File: src/sv/nearest_center_merge_table_core_macros.svh
// Assertion macros shared by the nearest center merge table core.
`ifndef NEAREST_CENTER_MERGE_TABLE_CORE_MACROS_SVH
`define NEAREST_CENTER_MERGE_TABLE_CORE_MACROS_SVH

// Same-cycle implication, checked outside reset
`define NCMT_ASSERT_NOW(label, ante, cons) \
    label: assert property (@(posedge clk) disable iff (!rst_n) (ante) |-> (cons)) \
        else $error("ncmt check failed");

// Next-cycle implication, checked outside reset
`define NCMT_ASSERT_NEXT(label, ante, cons) \
    label: assert property (@(posedge clk) disable iff (!rst_n) (ante) |=> (cons)) \
        else $error("ncmt check failed");

`endif

File: src/sv/ncmt_pkg.sv
// Shared types and constants of the nearest center merge table.
package ncmt_pkg;

    // Defaults of the top-level parameters
    localparam int MAX_CENTERS_DEF = 16;
    localparam int COORD_BITS_DEF  = 24;

    // Fixed widths
    localparam int DIST_BITS = 50;
    localparam int IDXW      = 8;   // index field width in the control struct
    localparam int CNTW      = 9;   // count field width in the control struct

    // Commands
    localparam logic [2:0] CMD_CLEAR  = 3'd0;
    localparam logic [2:0] CMD_APPEND = 3'd1;
    localparam logic [2:0] CMD_QUERY  = 3'd2;
    localparam logic [2:0] CMD_MERGE  = 3'd3;
    localparam logic [2:0] CMD_READ   = 3'd4;

    // Result status codes
    localparam logic [1:0] ST_OK     = 2'd0;
    localparam logic [1:0] ST_FULL   = 2'd1;
    localparam logic [1:0] ST_NOCAND = 2'd2;
    localparam logic [1:0] ST_RANGE  = 2'd3;

    // Write data select
    localparam logic [1:0] WR_APPEND = 2'd0;
    localparam logic [1:0] WR_HALF   = 2'd1;
    localparam logic [1:0] WR_COPY   = 2'd2;

    // Result field sources
    localparam logic [1:0] RES_NONE  = 2'd0;
    localparam logic [1:0] RES_QUERY = 2'd1;
    localparam logic [1:0] RES_READ  = 2'd2;

    // Controller to datapath commands
    typedef struct packed {
        logic            in_ld;
        logic            ref_ld_mem;
        logic            scan_start;
        logic            rd_en;
        logic [IDXW-1:0] rd_addr;
        logic            scan_valid;
        logic            wr_en;
        logic [IDXW-1:0] wr_addr;
        logic [1:0]      wr_sel;
        logic            res_load;
        logic [1:0]      res_kind;
        logic [1:0]      res_status;
        logic [CNTW-1:0] res_count;
    } dp_ctl_t;

    // Datapath to controller status
    typedef struct packed {
        logic            pipe_busy;
        logic            found;
        logic            merge_hit;
        logic            ref_ne;
        logic [IDXW-1:0] best_idx;
    } dp_sts_t;

endpackage

File: src/sv/ncmt_ctrl.sv
// Controller: command sequencer, table count and output handshake.
module ncmt_ctrl #(
    parameter int MAX_CENTERS = ncmt_pkg::MAX_CENTERS_DEF,
    localparam int IW = $clog2(MAX_CENTERS),
    localparam int CW = $clog2(MAX_CENTERS + 1)
) (
    input  logic              clk,
    input  logic              rst_n,
    input  logic              in_valid,
    output logic              in_stall,
    output logic              out_valid,
    input  logic              out_stall,
    input  logic [2:0]        cmd,
    input  logic [IW:0]       skip_index,
    input  logic [IW-1:0]     read_index,
    output ncmt_pkg::dp_ctl_t ctl,
    input  ncmt_pkg::dp_sts_t sts
);

    localparam logic [3:0] S_IDLE     = 4'd0;
    localparam logic [3:0] S_APPEND   = 4'd1;
    localparam logic [3:0] S_SCAN     = 4'd2;
    localparam logic [3:0] S_DRAIN    = 4'd3;
    localparam logic [3:0] S_M_RD_I   = 4'd4;
    localparam logic [3:0] S_M_LD_I   = 4'd5;
    localparam logic [3:0] S_M_DECIDE = 4'd6;
    localparam logic [3:0] S_M_RD_P   = 4'd7;
    localparam logic [3:0] S_M_WR_P   = 4'd8;
    localparam logic [3:0] S_REMOVE   = 4'd9;
    localparam logic [3:0] S_C_RD     = 4'd10;
    localparam logic [3:0] S_C_WR     = 4'd11;
    localparam logic [3:0] S_M_NEXT   = 4'd12;
    localparam logic [3:0] S_RD       = 4'd13;
    localparam logic [3:0] S_FINISH   = 4'd14;

    logic [3:0]    state_reg, state_next;
    logic [2:0]    cmd_reg, cmd_next;
    logic          skip_en_reg, skip_en_next;
    logic [IW-1:0] skip_idx_reg, skip_idx_next;
    logic [IW-1:0] ridx_reg, ridx_next;
    logic [CW-1:0] count_reg, count_next;
    logic [IW-1:0] i_reg, i_next;
    logic [CW-1:0] j_reg, j_next;
    logic [IW-1:0] k_reg, k_next;
    logic [1:0]    status_reg, status_next;
    logic          out_valid_reg, out_valid_next;
    logic [CW-1:0] k_plus;

    assign k_plus = CW'(k_reg) + CW'(1);

    // Next state and commands
    always_comb
    begin
        state_next     = state_reg;
        cmd_next       = cmd_reg;
        skip_en_next   = skip_en_reg;
        skip_idx_next  = skip_idx_reg;
        ridx_next      = ridx_reg;
        count_next     = count_reg;
        i_next         = i_reg;
        j_next         = j_reg;
        k_next         = k_reg;
        status_next    = status_reg;
        out_valid_next = out_valid_reg;
        ctl            = '0;
        ctl.res_count  = ncmt_pkg::CNTW'(count_reg);

        if (out_valid_reg && !out_stall)
        begin
            out_valid_next = 1'b0;
        end

        unique case (state_reg)
            S_IDLE:
            begin
                if (in_valid)
                begin
                    ctl.in_ld     = 1'b1;
                    cmd_next      = cmd;
                    ridx_next     = read_index;
                    skip_en_next  = !skip_index[IW];
                    skip_idx_next = skip_index[IW-1:0];
                    status_next   = ncmt_pkg::ST_OK;
                    state_next    = S_FINISH;
                    unique case (cmd)
                        ncmt_pkg::CMD_CLEAR:
                        begin
                            count_next = '0;
                        end
                        ncmt_pkg::CMD_APPEND:
                        begin
                            if (count_reg == CW'(MAX_CENTERS))
                                status_next = ncmt_pkg::ST_FULL;
                            else
                                state_next = S_APPEND;
                        end
                        ncmt_pkg::CMD_QUERY:
                        begin
                            ctl.scan_start = 1'b1;
                            j_next         = '0;
                            state_next     = S_SCAN;
                        end
                        ncmt_pkg::CMD_MERGE:
                        begin
                            if (count_reg >= CW'(2))
                            begin
                                i_next     = IW'(count_reg - CW'(1));
                                state_next = S_M_RD_I;
                            end
                        end
                        ncmt_pkg::CMD_READ:
                        begin
                            if (CW'(read_index) < count_reg)
                                state_next = S_RD;
                            else
                                status_next = ncmt_pkg::ST_RANGE;
                        end
                        default:
                        begin
                            state_next = S_FINISH;
                        end
                    endcase
                end
            end
            S_APPEND:
            begin
                ctl.wr_en   = 1'b1;
                ctl.wr_addr = ncmt_pkg::IDXW'(count_reg[IW-1:0]);
                ctl.wr_sel  = ncmt_pkg::WR_APPEND;
                count_next  = count_reg + CW'(1);
                state_next  = S_FINISH;
            end
            S_SCAN:
            begin
                // one stored center issued per cycle
                if (j_reg < count_reg)
                begin
                    ctl.rd_en      = 1'b1;
                    ctl.rd_addr    = ncmt_pkg::IDXW'(j_reg[IW-1:0]);
                    ctl.scan_valid = !(skip_en_reg && (j_reg[IW-1:0] == skip_idx_reg));
                    j_next         = j_reg + CW'(1);
                end
                else
                begin
                    state_next = S_DRAIN;
                end
            end
            S_DRAIN:
            begin
                if (!sts.pipe_busy)
                    state_next = (cmd_reg == ncmt_pkg::CMD_MERGE) ? S_M_DECIDE : S_FINISH;
            end
            S_M_RD_I:
            begin
                ctl.rd_en   = 1'b1;
                ctl.rd_addr = ncmt_pkg::IDXW'(i_reg);
                state_next  = S_M_LD_I;
            end
            S_M_LD_I:
            begin
                ctl.ref_ld_mem = 1'b1;
                ctl.scan_start = 1'b1;
                j_next         = '0;
                skip_en_next   = 1'b1;
                skip_idx_next  = i_reg;
                state_next     = S_SCAN;
            end
            S_M_DECIDE:
            begin
                k_next = i_reg;
                priority if (sts.merge_hit)
                    state_next = S_M_RD_P;
                else if (!sts.ref_ne)
                    state_next = S_REMOVE;
                else
                    state_next = S_M_NEXT;
            end
            S_M_RD_P:
            begin
                ctl.rd_en   = 1'b1;
                ctl.rd_addr = sts.best_idx;
                state_next  = S_M_WR_P;
            end
            S_M_WR_P:
            begin
                ctl.wr_en   = 1'b1;
                ctl.wr_addr = sts.best_idx;
                ctl.wr_sel  = ncmt_pkg::WR_HALF;
                state_next  = S_REMOVE;
            end
            S_REMOVE:
            begin
                // shift higher entries down one place
                if (k_plus < count_reg)
                begin
                    state_next = S_C_RD;
                end
                else
                begin
                    count_next = count_reg - CW'(1);
                    state_next = S_M_NEXT;
                end
            end
            S_C_RD:
            begin
                ctl.rd_en   = 1'b1;
                ctl.rd_addr = ncmt_pkg::IDXW'(k_plus);
                state_next  = S_C_WR;
            end
            S_C_WR:
            begin
                ctl.wr_en   = 1'b1;
                ctl.wr_addr = ncmt_pkg::IDXW'(k_reg);
                ctl.wr_sel  = ncmt_pkg::WR_COPY;
                k_next      = IW'(k_plus);
                state_next  = S_REMOVE;
            end
            S_M_NEXT:
            begin
                if (i_reg == IW'(1))
                begin
                    state_next = S_FINISH;
                end
                else
                begin
                    i_next     = i_reg - IW'(1);
                    state_next = S_M_RD_I;
                end
            end
            S_RD:
            begin
                ctl.rd_en   = 1'b1;
                ctl.rd_addr = ncmt_pkg::IDXW'(ridx_reg);
                state_next  = S_FINISH;
            end
            S_FINISH:
            begin
                if (cmd_reg == ncmt_pkg::CMD_QUERY)
                begin
                    ctl.res_status = sts.found ? ncmt_pkg::ST_OK : ncmt_pkg::ST_NOCAND;
                    ctl.res_kind   = sts.found ? ncmt_pkg::RES_QUERY : ncmt_pkg::RES_NONE;
                end
                else
                begin
                    ctl.res_status = status_reg;
                    ctl.res_kind   = ((cmd_reg == ncmt_pkg::CMD_READ) &&
                                      (status_reg == ncmt_pkg::ST_OK)) ?
                                     ncmt_pkg::RES_READ : ncmt_pkg::RES_NONE;
                end
                // wait for the output register to be free
                if (!out_valid_reg || !out_stall)
                begin
                    ctl.res_load   = 1'b1;
                    out_valid_next = 1'b1;
                    state_next     = S_IDLE;
                end
            end
            default:
            begin
                state_next = S_IDLE;
            end
        endcase
    end

    // Control registers
    always_ff @(posedge clk or negedge rst_n)
    begin
        if (!rst_n)
        begin
            state_reg     <= S_IDLE;
            count_reg     <= '0;
            out_valid_reg <= 1'b0;
        end
        else
        begin
            state_reg     <= state_next;
            count_reg     <= count_next;
            out_valid_reg <= out_valid_next;
        end
    end

    // Per-command working registers
    always_ff @(posedge clk)
    begin
        cmd_reg      <= cmd_next;
        skip_en_reg  <= skip_en_next;
        skip_idx_reg <= skip_idx_next;
        ridx_reg     <= ridx_next;
        i_reg        <= i_next;
        j_reg        <= j_next;
        k_reg        <= k_next;
        status_reg   <= status_next;
    end

    assign in_stall  = (state_reg != S_IDLE);
    assign out_valid = out_valid_reg;

endmodule

File: config.mk
export PLATFORM = sky130hd
export DESIGN_NAME = ncmt_ctrl
export DESIGN_NICKNAME = d
export VERILOG_FILES = /design/src/sv/nearest_center_merge_table_core_macros.svh /design/src/sv/ncmt_pkg.sv /design/src/sv/ncmt_ctrl.sv
export SDC_FILE = /design/constraint.sdc
export NUM_CORES = 1
export LEC_CHECK = 0
export BUFFER_PORTS_ARGS = -buffer_cell sky130_fd_sc_hd__buf_2
export CAP_MARGIN = 20
export CORE_UTILIZATION = 39
export DETAILED_ROUTE_END_ITERATION = 8
export HOLD_SLACK_MARGIN = 0.1
export PLACE_DENSITY = 0.68
export SLEW_MARGIN = 5
export SYNTH_ARGS = -nofsm -noshare
export SYNTH_HDL_FRONTEND = slang
export SYNTH_SLANG_ARGS = --single-unit
File: constraint.sdc
create_clock -name clk -period 2.6 [get_ports clk]
set_input_delay 0.52 -clock clk [delete_from_list [all_inputs] [get_ports clk]]
set_output_delay 0.52 -clock clk [all_outputs]
set_load 0.02 [all_outputs]
==> results.md <==
* **number of different library cells in the post-synthesis netlist** 71
* **TritonCTS clock tree** built
* **mean routed wirelength per cell** 17.2 µm
* **first-pass GRT wire length** 14.3 mm
* **Non-Filler Cell Area, Final** 0.00370 mm²
* **Worst Clk Skew** 0.00842 ns
* **root buffer selected by CTS** clkbuf_8
* **# rows** 31
* **overall track demand over capacity in global routing** 22.3%
* **clock-pin slew on the worst setup and hold paths** 0.08 ns
* **Antenna Diode Count** 0
* **buffer levels on the longest clock path** 2
* **Critical Path Start Type** flop
* **Max Clk Rate** 378 MHz
* **Async SR Flop Fraction** 27.0%
* **RSZ-0062 raised after global routing** true
* **final-report max-slew violation count** 0
* **fraction of post-synthesis cell area in the top cell type by area** 26.9%
* **post-synthesis register bit count** 37
* **num ports** 68
* **Crit path arrival time** 2.12 ns
* **DRT antenna net count** 0
* **post-DP HPWL** 6.90 mm
* **number of global-route vias before repair** 2789
* **CTS HTree Levels** 2
* **Final #Nets** 465
* **layout cell share with drive strength beyond 1** 27.9%
* **Setup WS post-layout** -0.0437 ns
* **DP Worst Slack** 0.157 ns
* **biggest cell delay along the critical path** 0.54 ns
* **floorplan die width** 89.9 µm
* **Area growth, synth to finish** 22.7%
* **Netlist Area Pre-Place** 0.00301 mm²
* **clock buffer count from CTS** 5
* **insertion delay to the later sink of the worst-skew pair** 0.29 ns
* **vias per cell** 5.70
* **number of port buffers** 63
* **data required time at the worst endpoint** 2.08 ns
* **Sum Neg Setup Slack** -0.146 ns
* **vertical die dimension** 89.9 µm
* **number of instances in the synthesized netlist** 341
* **proportion of synthesized chip area in sequential cells** 35.2%
* **Sinks on Clock Net** 37
* **failing checks** setup timing
* **total of endpoints with negative setup slack in the final report** 6
* **total gr overflow** 0
* **cell accounting for the most synthesized area** edfxtp_1
* **maximum number of pins on one net before global-route repair** 33
* **number of DRC violations after detailed-routing iteration 0** 311
* **cell-by-cell listing of the critical path** or4b_4, a211o_1, a31oi_4, a221o_1, buf_4
* **1st-pass router iterations** 5
* **ratio of final minimum period to clock period** 102%
* **share of the synthesized area in compound gates (AO/OA/AOI/OAI)** 19.9%
* **gpl congestion** 0.915
* **mean post-synth cell area** 8.84 µm²
* **startpoint-to-endpoint class of the critical path** reg -> out
* **Leak Pwr** 1.62 nW
* **initial antenna violation count** 0
* **Max Cap Violations** 0
* **Placed Instance Area** 0.00353 mm²
* **Routed WL** 8.90 mm
* **areal power density over the cells** 1060 mW/mm²
* **endpoint class of the critical path** output pin
* **Hold Fails Final Rpt** 0
* **cell with the largest stage delay on the worst path** or4b_4
* **overall die area** 0.00808 mm²
* **hold buffer count at cts** 0
* **Synth Warn #** 0
* **post-synthesis mux area share** 2.70%
* **fraction of the mapped netlist area in simple logic gates** 24.9%
* **Hold WS** 0.0919 ns
* **commonest register cell after synthesis** edfxtp_1
* **Post-synth EDFFs** 27
* **Min Clock Period, post-route** 2.64 ns
* **largest family of logic cells by synthesized area** simple AND/OR/NAND/NOR gates
* **maximum vdd ir drop** 0.453 mV
* **final core area utilization** 50.2%
* **xor and xnor fraction of the mapped netlist area** 4.07%
* **initial core utilization** 40.9%
* **number of design rule violations left after detail routing** 0
* **result of the run** complete, but fails checks
* **worst slew slack as a fraction of its limit** 55.1%
* **slew at the pin closest to its max-slew limit** 0.656 ns
* **Adder-Cell Fraction of Synth Area** 7.89%
* **floorplan core area** 0.00737 mm²
* **class of the tightest hold or removal check** in -> async
* **count of vias placed by the detailed router** 2953
* **top cells by area in the synthesized netlist** edfxtp_1, dfrtp_1, ha_1
* **maximum net fanout on the critical path** 8
==> worst max-delay path: cells and delay by family, from the launching register on <==
kind            cells  cell delay, ns
buf+inv             1            0.14
compound gates      3            0.78
flops               1            0.38
simple gates        1            0.54
==> cells by family after synthesis <==
logic type               count (synthesis)
AO/OA/AOI/OAI                           84
buffers and inverters                   35
other                                    1
AND/OR/NAND/NOR                        144
XOR/XNOR                                14
adder cells (fa/ha/maj)                 19
multiplexers                             7
flip-flops                              37
==> synth_stat cells, types with 2 or more instances <==
cell and count:
inv_1 13, a21oi_1 15, o21ai_0 16, nand4b_1 2, a311o_1 2, nor3_1 9
a22o_1 2, nor2_1 23, mux2_2 5, a32oi_1 3, buf_2 2, o2bb2ai_1 2
o21a_1 2, o311ai_1 2, dfrtp_1 10, o22ai_1 5, a21o_1 2, nor4_1 2
a221o_1 2, nand3_1 11, o221ai_1 2, nand2_1 47, nand4_1 2, or2_1 2
o21bai_1 3, clkbuf_1 12, xnor2_1 5, a31oi_1 4, ha_1 19, nor3b_1 2
a32o_1 2, buf_4 4, xor2_1 9, and3_1 3, nand2b_1 9, nor2b_1 11
and2_1 9, a22oi_1 3, a211o_1 2, edfxtp_1 27, buf_1 2, a211oi_1 3
==> cells in the final DEF, fill, tap and decap left out, drive strengths merged, types with 10 or more instances in the layout <==
cell type and n:
buf 88, nand2 47, edfxtp 27, nor2 24
ha 19, o21ai 17, a21oi 15, inv 14
nor2b 11, nand3 11, dfrtp 10
==> final cells by class <==
cell class,count,area (µm²)
multi-input combinational,272,1840
fill,728,3670
timing repair buffer,88,526
inverter,14,52.6
tap,99,124
sequential,37,1060
clock buffer,8,90.1
==> stage by stage <==
stage	instances	power, mW
6_report	518	3.91
4_1_cts	516	3.80
3_3_place_gp	507	3.30
5_1_grt	518	4.19
2_1_floorplan	344	2.64
3_5_place_dp	507	3.35
==> repair_timing <==
item	4_1_cts	5_1_grt
endpoints found under the setup margin	6	9
pin swaps	2	1
gates resized for setup	4	12
buffers inserted	1	2
==> routing by layer <==
| layer | share of wire [%] | track usage, % |
|---|---|---|
| met5 | 0 | 0 |
| met4 | 2.8 | 8.60 |
| met3 | 8.1 | 4.74 |
| met2 | 48 | 36.6 |
| met1 | 42 | 28.8 |
==> worst paths after layout <==
path	end	from	cells past startpoint	slack, ns
max	ctl[28]	state_reg[0]$_DFFE_PN0P_	5	-0.04
min	count_reg[3]$_DFFE_PN0P_	rst_n	1	0.09
max reg2reg	count_reg[3]$_DFFE_PN0P_	k_reg[0]$_DFFE_PP_	9	0.17
min reg2reg	out_valid$_DFF_PN0_	out_valid$_DFF_PN0_	2	0.61
max in group asynchronous	state_reg[2]$_DFFE_PN0P_	rst_n	1	2.28
min in group clk	ridx_reg[0]$_DFFE_PP_	read_index[0]	1	0.41
==> where the power goes <==
| part | total (mW) | leakage [nW] | switching [mW] | internal [mW] |
|---|---|---|---|---|
| logic | 2.54 | 1.20 | 1.51 | 1.02 |
| registers | 0.951 | 0.373 | 0.117 | 0.834 |
| clock network | 0.424 | 0.0455 | 0.208 | 0.216 |
Power figures use the tool's default switching activity.
